File: src/rtl/fdl_pkg.sv
// ----------------------------------------------------------------------------
// fdl_pkg
// Shared constants and register codes of the fractional delay line.
// ----------------------------------------------------------------------------
package fdl_pkg;

  localparam int DEPTH_DEF       = 65536;
  localparam int SAMPLE_BITS_DEF = 24;
  localparam int FRAC_BITS_DEF   = 8;

  // delay field: unsigned 17.8 fixed point
  localparam int DELAY_BITS = 25;

  // configuration port
  localparam int SIZE_BITS  = 17;
  localparam int SIZE_RESET = 65536;
  localparam int ADDR_BITS  = 3;
  localparam int DATA_BITS  = 32;

  typedef enum logic [0:0] {
    REG_BUFFER_SIZE = 1'b0,
    REG_INTERPOLATE = 1'b1
  } reg_idx_t;

endpackage

File: src/rtl/fdl_if.sv


interface fdl_tap_if #(
  parameter int SAMPLE_BITS = fdl_pkg::SAMPLE_BITS_DEF
);
  import fdl_pkg::*;

  logic                          valid;
  logic                          ready;
  logic signed [SAMPLE_BITS-1:0] sample_out;

  modport source (output valid, output sample_out, input ready);
  modport sink   (input valid, input sample_out, output ready);
endinterface

File: src/rtl/fdl_blend.sv
// ----------------------------------------------------------------------------
// fdl_blend
// Linear blend low + trunc(frac * (high - low) / 2^FRAC_BITS), two stages:
// product register, then output register driving the tap channel.
// ----------------------------------------------------------------------------
module fdl_blend #(
  parameter int SAMPLE_BITS = fdl_pkg::SAMPLE_BITS_DEF,
  parameter int FRAC_BITS   = fdl_pkg::FRAC_BITS_DEF,
  parameter int FW          = (FRAC_BITS > 0) ? FRAC_BITS : 1
) (
  input  logic                          clk,
  input  logic                          rst,
  input  logic                          in_valid,
  output logic                          in_ready,
  input  logic signed [SAMPLE_BITS-1:0] lo,
  input  logic signed [SAMPLE_BITS-1:0] hi,
  input  logic [FW-1:0]                 frac,
  fdl_tap_if.source                     tap
);
  import fdl_pkg::*;

  localparam int PW = SAMPLE_BITS + FW + 2;

  logic signed [SAMPLE_BITS:0]   diff;
  logic signed [PW-1:0]          prod_c;
  logic                          f_v;
  logic signed [PW-1:0]          f_prod;
  logic signed [SAMPLE_BITS-1:0] f_lo;
  logic signed [PW-1:0]          bias;
  logic signed [PW-1:0]          step;
  logic signed [PW-1:0]          res;
  logic                          en_o;

  assign diff   = (SAMPLE_BITS+1)'(hi) - (SAMPLE_BITS+1)'(lo);
  assign prod_c = PW'($signed({1'b0, frac})) * PW'(diff);

  // truncate toward zero: bias negative products before the shift
  assign bias = f_prod[PW-1] ? PW'((1 << FRAC_BITS) - 1) : '0;
  assign step = (f_prod + bias) >>> FRAC_BITS;
  assign res  = PW'(f_lo) + step;

  assign en_o     = !tap.valid || tap.ready;
  assign in_ready = !f_v || en_o;

  always_ff @(posedge clk) begin
    if (rst) begin
      f_v       <= 1'b0;
      tap.valid <= 1'b0;
    end else begin
      if (in_ready) begin
        f_v <= in_valid;
      end
      if (en_o) begin
        tap.valid <= f_v;
      end
    end
  end

  always_ff @(posedge clk) begin
    if (in_ready && in_valid) begin
      f_prod <= prod_c;
      f_lo   <= lo;
    end
    if (en_o && f_v) begin
      tap.sample_out <= res[SAMPLE_BITS-1:0];
    end
  end

endmodule
File: src/flat_wrapper.sv
// flat-port wrapper written by rule: the top's interface ports become plain ports
module fdl_blend_flat import fdl_pkg::*;
#(
  parameter int SAMPLE_BITS = fdl_pkg::SAMPLE_BITS_DEF,
  parameter int FRAC_BITS   = fdl_pkg::FRAC_BITS_DEF,
  parameter int FW          = (FRAC_BITS > 0) ? FRAC_BITS : 1
)
  (clk, rst, in_valid, in_ready, lo, hi, frac, tap_valid, tap_sample_out, tap_ready);
  fdl_tap_if #(.SAMPLE_BITS(SAMPLE_BITS)) tap_i ();
  input  logic clk;
  input  logic rst;
  input  logic in_valid;
  output logic in_ready;
  input  logic signed [SAMPLE_BITS-1:0] lo;
  input  logic signed [SAMPLE_BITS-1:0] hi;
  input  logic [FW-1:0] frac;
  output wire logic [$bits(tap_i.valid)-1:0] tap_valid;
  output wire logic [$bits(tap_i.sample_out)-1:0] tap_sample_out;
  input wire logic [$bits(tap_i.ready)-1:0] tap_ready;
  assign tap_valid = tap_i.valid;
  assign tap_sample_out = tap_i.sample_out;
  assign tap_i.ready = tap_ready;
  fdl_blend #(.SAMPLE_BITS(SAMPLE_BITS), .FRAC_BITS(FRAC_BITS), .FW(FW)) u_core (.clk(clk), .rst(rst), .in_valid(in_valid), .in_ready(in_ready), .lo(lo), .hi(hi), .frac(frac), .tap(tap_i));
endmodule
File: config.mk
export PLATFORM = sky130hd
export DESIGN_NAME = fdl_blend_flat
export DESIGN_NICKNAME = d
export VERILOG_FILES = /design/src/rtl/fdl_pkg.sv /design/src/rtl/fdl_if.sv /design/src/rtl/fdl_blend.sv /design/src/flat_wrapper.sv
export SDC_FILE = /design/constraint.sdc
export NUM_CORES = 1
export LEC_CHECK = 0
export BUFFER_PORTS_ARGS = -buffer_cell sky130_fd_sc_hd__buf_2
export CAP_MARGIN = 20
export CORE_MARGIN = 2
export CORE_UTILIZATION = 50
export CTS_BUF_LIST = sky130_fd_sc_hd__clkbuf_16
export CTS_CLUSTER_SIZE = 24
export DETAILED_ROUTE_END_ITERATION = 12
export PLACE_DENSITY = 0.7
export SYNTH_ARGS = -nofsm -noshare
export SYNTH_HDL_FRONTEND = slang
export SYNTH_SLANG_ARGS = --single-unit
File: constraint.sdc
create_clock -name clk -period 5.75 [get_ports clk]
set_input_delay 0 -clock clk [delete_from_list [all_inputs] [get_ports clk]]
set_output_delay 0 -clock clk [all_outputs]
set_load 0.03 [all_outputs]
* Yosys cells after proc, flatten, opt, wreduce, memory -nomap -nowiden
Cells that the tools add are included.
Storage, ports and cells: bits in registers 84, input bits 60, output and inout bits 26, word-level logic and storage cells 16
Cells by class: add/sub/neg operators 3, multiply operators 1, mux-type cells 1, reductions and logical operators 6
Operator list (number):
- multiplier 9 x 25 -> 34 bit | 1
- adder 32 bit | 1
- subtractor 24 x 24 -> 25 bit | 1
- adder 24 bit | 1
- two-way mux 8 bit | 1
- logical AND 1 bit | 2
- zero test 1 bit | 2
- logical OR 1 bit | 2

* Longest topological paths before layout
Gate-level depths: netlist of the first run.
depth after elaboration 4, depth in mapped cells 30, mapped depth without buffers 27

* Worst setup path before layout of the first run
Ideal clock, no wire load.
path type input to register, start in hi[0], end reg u_core.f_prod[33], data pin, setup time 261 ps, data arrival time 5833 ps, data required time 5489 ps, slack -344 ps, cell stages on the path 27, buffers on the path 1, cell sequence inv_1 ha_1 fa_1 nor2b_1 o21a_1 o21ai_1 a211oi_1 o211ai_1 nand2b_1 buf_4 xor2_2 and2_1 fa_1 fa_1 fa_1 inv_1 fa_1 inv_1 ha_1 a21o_1 a21o_1 a21o_1 a221oi_1 o21ai_1 a311oi_1 o211ai_1 xnor2_1
Between the ends: cells in the longest elaborated chain, start to end 2
RTL lines:
- from (decl) | RTL line flat_wrapper.sv:15 | input logic signed [SAMPLE_BITS-1:0] hi;
- subtractor 24 x 24 -> 25 bit | RTL line fdl_blend.sv:34 | assign diff = (SAMPLE_BITS+1)'(hi) - (SAMPLE_BITS+1)'(lo);
- multiplier 9 x 25 -> 34 bit | RTL line fdl_blend.sv:35 | assign prod_c = PW'($signed({1'b0, frac})) * PW'(diff);
- net u_core.prod_c[33] | RTL line fdl_blend.sv:25 | logic signed [PW-1:0] prod_c;
- to (signal assigned) | RTL line fdl_blend.sv:61 | f_prod <= prod_c;
- to (decl) | RTL line fdl_blend.sv:27 | logic signed [PW-1:0] f_prod;
The timed path passes the listed nets, and every way through them passes these cells. A chain may end at the register's enable or synchronous reset.

* Worst setup path in the final report of the first run
start in hi[0], end reg u_core.f_prod[25], data pin
Same word-level chain as after synthesis.

==> flow_metrics.env, run 1 <==
export IMPL_fmax_mhz=167
export IMPL_drt_vias_per_instance=5.41
export IMPL_cts_tree="built"
export IMPL_antenna_found_initial=0
export IMPL_grt_max_degree=58
export IMPL_drc_errors=0
export IMPL_worst_pin_slew_ns=0.781
export IMPL_syn_area_um2=13200
export IMPL_antenna_cells=0
export IMPL_rrSetupSlack_ns=0.49
export IMPL_outcome="finished with violations"
export IMPL_synthFlopType="edfxtp_1"
export IMPL_cts_buffers=9
export IMPL_finClkSkew_ns=0.0121
export IMPL_crit_path_start_kind="input pin"
export IMPL_fin_crit_sh_pct=104
export IMPL_design_area_um2=17000
export IMPL_place_congestion=0.931
export IMPL_clk_latency_ns=0.34
export IMPL_die_y_um=167
export IMPL_dp_final_hpwl_um=26800
export IMPL_place_area_um2=15700
export IMPL_cts_buffer_depth=2
export IMPL_layout_drive_gt1_share_pct=25.9
export IMPL_finalHoldViolCount=0
export IMPL_yosysUniqueCellTypes=69
export IMPL_yosysSeqAreaShare_pct=18.7
export IMPL_final_cell_mix="238 x inv_1, 224 x buf_4, 152 x fa_1"
export IMPL_worst_setup_path_end_kind="flop"
export IMPL_whs_path_depth=3
export IMPL_crit_top_cell="fa_1"
export IMPL_required_ns=5.83
export IMPL_routedWlPerCell_um=16.7
export IMPL_mostFrequentLayoutCell="inv_1"
export IMPL_synth_edf_count=81
export IMPL_cts_sinks=83
export IMPL_ys_seq_elements=83
export IMPL_hold_end="u_core.f_prod[0]"
export IMPL_yosys_warnings=0
export IMPL_portBuffers=85
export IMPL_die_x_um=167
export IMPL_regToRegStartpoint="u_core.f_prod[33]"
export IMPL_wl_um=35200
export IMPL_drt_first_pass_iters=5
export IMPL_layout_min_cycle_time_ns=5.98
export IMPL_drv_slew=0
export IMPL_pre_cts_ws_ns=-0.803
export IMPL_vias=11400
export IMPL_clk_pin_slew_worst_paths_ns=0.06
export IMPL_layout_nets=2101
export IMPL_grt_pass1_vias=11700
export IMPL_coreArea_um2=26000
export IMPL_pin_count=86
export IMPL_syn_area_per_cell_um2=9.11
export IMPL_syn_inst=1451
export IMPL_crit_type="input pin to flop"
export IMPL_synthesis_nets=1791
export IMPL_slowest_delay_ns=0.58
export IMPL_grt_overflow_total=0
export IMPL_violations="setup timing"
export IMPL_startpoint="hi[0]"
export IMPL_cts_root_buffer="clkbuf_16"
export IMPL_worst_slack_ns=-0.234
export IMPL_async_flop_share_pct=0
export IMPL_relSlewSlack_pct=46.6
export IMPL_min_from="lo[0]"
export IMPL_area_delta_synth_final_pct=28.6
export IMPL_die_area_um2=27700
export IMPL_setup_violations=8
export IMPL_h_tree_depth=3
export IMPL_path_max_fanout=6
export IMPL_rr_worst_depth=18
export IMPL_cpMaxStageDelayCell="fa_1"
export IMPL_initial_core_util_pct=50.9
export IMPL_rsz0062_at_grt="true"
export IMPL_grt_pass1_wl_um=56500
export IMPL_postRouteAntennaNets=0
export IMPL_grtUsageTotal_pct=24.8
export IMPL_r2r_end="u_core.tap.sample_out[21]"
export IMPL_worst_ep_arrival_time_ns=6.07
export IMPL_worstHoldPathType="input pin to flop"
export IMPL_drt_initial_drc_count=932
export IMPL_num_rows=59
export IMPL_max_cap_viol_count=0
kinds of logic (layout without fill, tap and decap cells):
kind of cell | count (synthesis) | count (layout) | synth area share, %
AO/OA/AOI/OAI | 242 | 242 | 12.5
XOR/XNOR | 93 | 93 | 6.28
adder cells (fa/ha/maj) | 280 | 280 | 35.5
buffers and inverters | 305 | 620 | 8.81
flip-flops | 83 | 83 | 18.7
multiplexers | 1 | 1 | 0.0757
AND/OR/NAND/NOR | 447 | 447 | 18.1
synth_stat cells (12+ instances only):
| cell | n | share of area, % |
|---|---|---|
| inv_1 | 250 | 7.1 |
| fa_1 | 158 | 24 |
| nand2_1 | 139 | 3.9 |
| ha_1 | 122 | 12 |
| and2_1 | 104 | 4.9 |
| edfxtp_1 | 81 | 18 |
| a21oi_1 | 67 | 2.5 |
| xnor2_1 | 56 | 3.7 |
| a21o_1 | 48 | 2.7 |
| clkbuf_1 | 41 | 1.2 |
| xor2_1 | 35 | 2.3 |
| nor2_1 | 33 | 0.94 |
| nand3_1 | 29 | 1.1 |
| nor3_1 | 27 | 1.0 |
| nor2b_1 | 26 | 1.2 |
| o21ai_0 | 26 | 0.98 |
| and3_1 | 14 | 0.66 |
| buf_2 | 13 | 0.49 |
| nand2b_1 | 13 | 0.62 |
| a211oi_1 | 12 | 0.68 |
worst max-delay path, delay by kind of cell:
family	cells	cell delay, ns
buffers and inverters	7	0.70
and+or+nand+nor	5	0.81
AOI/OAI and AO/OA	8	1.40
xor gates and xnor gates	2	0.26
adders and majority gates	7	2.87
what timing repair did:
item	CTS	global route
hold buffers	27	0
setup buffers	13	12
gates cloned	0	1
hold endpoints to repair	26	0
endpoints found under the setup margin	17	18
gates resized for setup	40	70
pin swaps	46	55
sequential cells by signal, indices dropped and copies added, names as in the netlist:
signal                 count
u_core.f_prod             33
u_core.f_lo               24
u_core.f_v                 1
u_core.tap.valid           1
u_core.tap.sample_out     24
stage by stage:
| stage | hold slack [ns] | setup TNS (ns) | instances | util, % |
|---|---|---|---|---|
| 2_1_floorplan | 0.0724 | -0.109 | 1451 | - |
| 3_5_place_dp | 0.187 | -9.91 | 2032 | 60.3 |
| 6_report | 0.156 | -1.30 | 2101 | 65.4 |
| 3_3_place_gp | 0.175 | -8.38 | 2032 | 60.3 |
| 5_1_grt | 0.160 | -3.52 | 2101 | 65.4 |
| 4_1_cts | 0.127 | -0.254 | 2088 | 63.7 |
worst max path at each step:
stage	endpoint	slack (ns)
after global routing	u_core.f_prod[33]	-0.40
after floorplan	u_core.f_prod[33]	-0.08
after CTS	u_core.f_prod[33]	-0.12
after detailed placement	u_core.f_prod[33]	-0.80
after global placement	u_core.f_prod[33]	-0.65
final	u_core.f_prod[25]	-0.23
final cells by class:
type	count	area (µm²)
Multi-Input combinational cell	1063	10100
Fill cell	2010	8990
Timing Repair Buffer	354	2690
Sequential cell	83	2470
Inverter	250	951
Tap cell	335	419
Clock buffer	9	225
Clock inverter	7	92.6
per-layer routing:
metal / global-route usage [%] / share of wire, %
met1: 34.0 / 44
met2: 42.0 / 48
met3: 2.76 / 6.0
met4: 6.52 / 2.4
met5: 0 / 0
Power of run 1 is not shown: default switching activity piles up to over one toggle a cycle in this logic, so the estimate is an artifact.
==> run 2, diff against run 1 <==
Settings changed: CELL_PAD_IN_SITES_DETAIL_PLACEMENT from default to 0, CELL_PAD_IN_SITES_GLOBAL_PLACEMENT from default to 1, CORE_UTILIZATION 50 to 45, PLACE_DENSITY 0.7 to default, PLACE_DENSITY_LB_ADDON from default to 0.1, SKIP_LAST_GASP from default to 1.
==> flow_metrics.env, run 2 (synthesis results as in run 1) <==
export IMPL_outcome="finished with violations"
export IMPL_violations="setup timing"
export IMPL_nFillCells=2576
export IMPL_finalNonFillerCells=2142
export IMPL_num_rows=62
export IMPL_worst_setup_path_end_kind="flop"
export IMPL_drc_errors=0
export IMPL_cpMaxStageDelayCell="fa_1"
export IMPL_drt_initial_drc_count=469
export IMPL_worst_pin_slew_ns=0.756
export IMPL_cts_buffers=9
export IMPL_routedWlPerCell_um=16.0
export IMPL_place_congestion=0.896
export IMPL_finClkSkew_ns=0.0108
export IMPL_pin_count=86
export IMPL_worst_ep_arrival_time_ns=5.95
export IMPL_slowest_delay_ns=0.53
export IMPL_relSlewSlack_pct=48.3
export IMPL_die_y_um=175
export IMPL_min_from="lo[0]"
export IMPL_rsz0062_at_grt="true"
export IMPL_die_area_um2=30800
export IMPL_rrSetupSlack_ns=0.72
export IMPL_mostFrequentLayoutCell="inv_1"
export IMPL_worstHoldPathType="input pin to flop"
export IMPL_placed_cells=2087
export IMPL_finalHoldViolCount=0
export IMPL_antenna_cells=0
export IMPL_cts_root_buffer="clkbuf_16"
export IMPL_grtUsageTotal_pct=23.0
export IMPL_top_regs="u_core.f_prod (33), u_core.f_lo (24), u_core.tap.sample_out (24)"
export IMPL_portBuffers=85
export IMPL_whs_path_depth=3
export IMPL_grt_max_degree=58
export IMPL_largest_register="u_core.f_prod"
export IMPL_drt_vias_per_instance=5.11
export IMPL_drv_slew=0
export IMPL_grt_pass1_wl_um=56600
export IMPL_worst_slack_ns=-0.110
export IMPL_setup_violations=6
export IMPL_layout_nets=2093
export IMPL_crit_type="input pin to flop"
export IMPL_wl_um=34300
export IMPL_hold_end="u_core.f_prod[0]"
export IMPL_startpoint="hi[0]"
export IMPL_grt_pass1_vias=11200
export IMPL_regToRegStartpoint="u_core.f_prod[33]"
export IMPL_cts_sinks=83
export IMPL_antenna_found_initial=0
export IMPL_path_max_fanout=8
export IMPL_layout_drive_gt1_share_pct=23.5
export IMPL_cts_buffer_depth=2
export IMPL_crit_path_start_kind="input pin"
export IMPL_initial_core_util_pct=45.9
export IMPL_grt_overflow_total=0
export IMPL_fin_crit_sh_pct=102
export IMPL_r2r_end="u_core.tap.sample_out[21]"
export IMPL_h_tree_depth=3
export IMPL_dp_final_hpwl_um=27800
export IMPL_clk_latency_ns=0.34
export IMPL_clk_pin_slew_worst_paths_ns=0.06
export IMPL_drt_first_pass_iters=5
export IMPL_postRouteAntennaNets=0
export IMPL_fmax_mhz=171
export IMPL_area_delta_synth_final_pct=26.9
export IMPL_required_ns=5.84
export IMPL_final_cell_mix="243 x inv_1, 221 x buf_4, 154 x fa_1"
export IMPL_coreArea_um2=28800
export IMPL_max_cap_viol_count=0
export IMPL_largest_reg_flops=33
export IMPL_crit_top_cell="fa_1"
export IMPL_die_x_um=175
export IMPL_cts_tree="built"
export IMPL_vias=10900
export IMPL_rr_worst_depth=18
export IMPL_layout_min_cycle_time_ns=5.86
run 2: cell count changes in the layout (fill, tap and decap cells not counted), sizes merged:
cell / change
clkbuf: -1
buf: -7
clkinvlp: -2
bufinv: +1
inv: -2
clkinv: +3
run 2: worst max path at each step:
stage,to,cells after the start
5_1_grt,u_core.f_prod[33],29
3_5_place_dp,u_core.f_prod[33],28
3_3_place_gp,u_core.f_prod[33],28
4_1_cts,u_core.f_prod[33],28
2_1_floorplan,u_core.f_prod[33],27
6_report,u_core.f_prod[33],29
run 2: area by class of cell:
| cell class | count | area (µm²) | share of cell area (%) |
|---|---|---|---|
| Clock buffer | 9 | 225 | 1.34 |
| Clock inverter | 7 | 116 | 0.694 |
| Inverter | 250 | 951 | 5.67 |
| Multi-Input combinational cell | 1063 | 9950 | 59.4 |
| Sequential cell | 83 | 2470 | 14.7 |
| Tap cell | 384 | 480 | 2.87 |
| Timing Repair Buffer | 346 | 2570 | 15.3 |
run 2: metal layers:
metal	vias to the layer above	global-route usage, %	share of wire, %
met2	211	37.1	45
met1	5296	33.9	50
li1	5398	-	-
met4	0	4.58	1.2
met3	31	2.16	3.8
met5	-	0	0
run 2: worst max-delay path, delay by kind of cell:
family / cells / cell delay, ns
compound gates: 11 / 2.06
xor+xnor: 2 / 0.29
fa+ha+maj: 7 / 2.70
simple gates: 3 / 0.41
buf+inv: 6 / 0.49
run 2: timing repair:
item,4_1_cts,5_1_grt
setup endpoints to repair,14,16
setup buffers,6,7
hold buffers,27,0
resized for setup,23,38
pin swaps,23,29
hold endpoints to repair,26,0
run 2: stage by stage:
step | util, % | worst slack [ns] | hold slack, ns | cell area (µm²) | TNS (ns)
2_1_floorplan | - | -0.0770 | 0.0724 | 13400 | -0.109
3_3_place_gp | 54.8 | -0.779 | 0.179 | 15800 | -8.83
3_5_place_dp | 54.8 | -0.870 | 0.182 | 15800 | -9.54
4_1_cts | 57.4 | -0.0929 | 0.127 | 16500 | -0.313
5_1_grt | 58.3 | -0.393 | 0.157 | 16800 | -3.04
6_report | 58.3 | -0.110 | 0.150 | 16800 | -0.405
Power of run 2 is left out for the same reason.
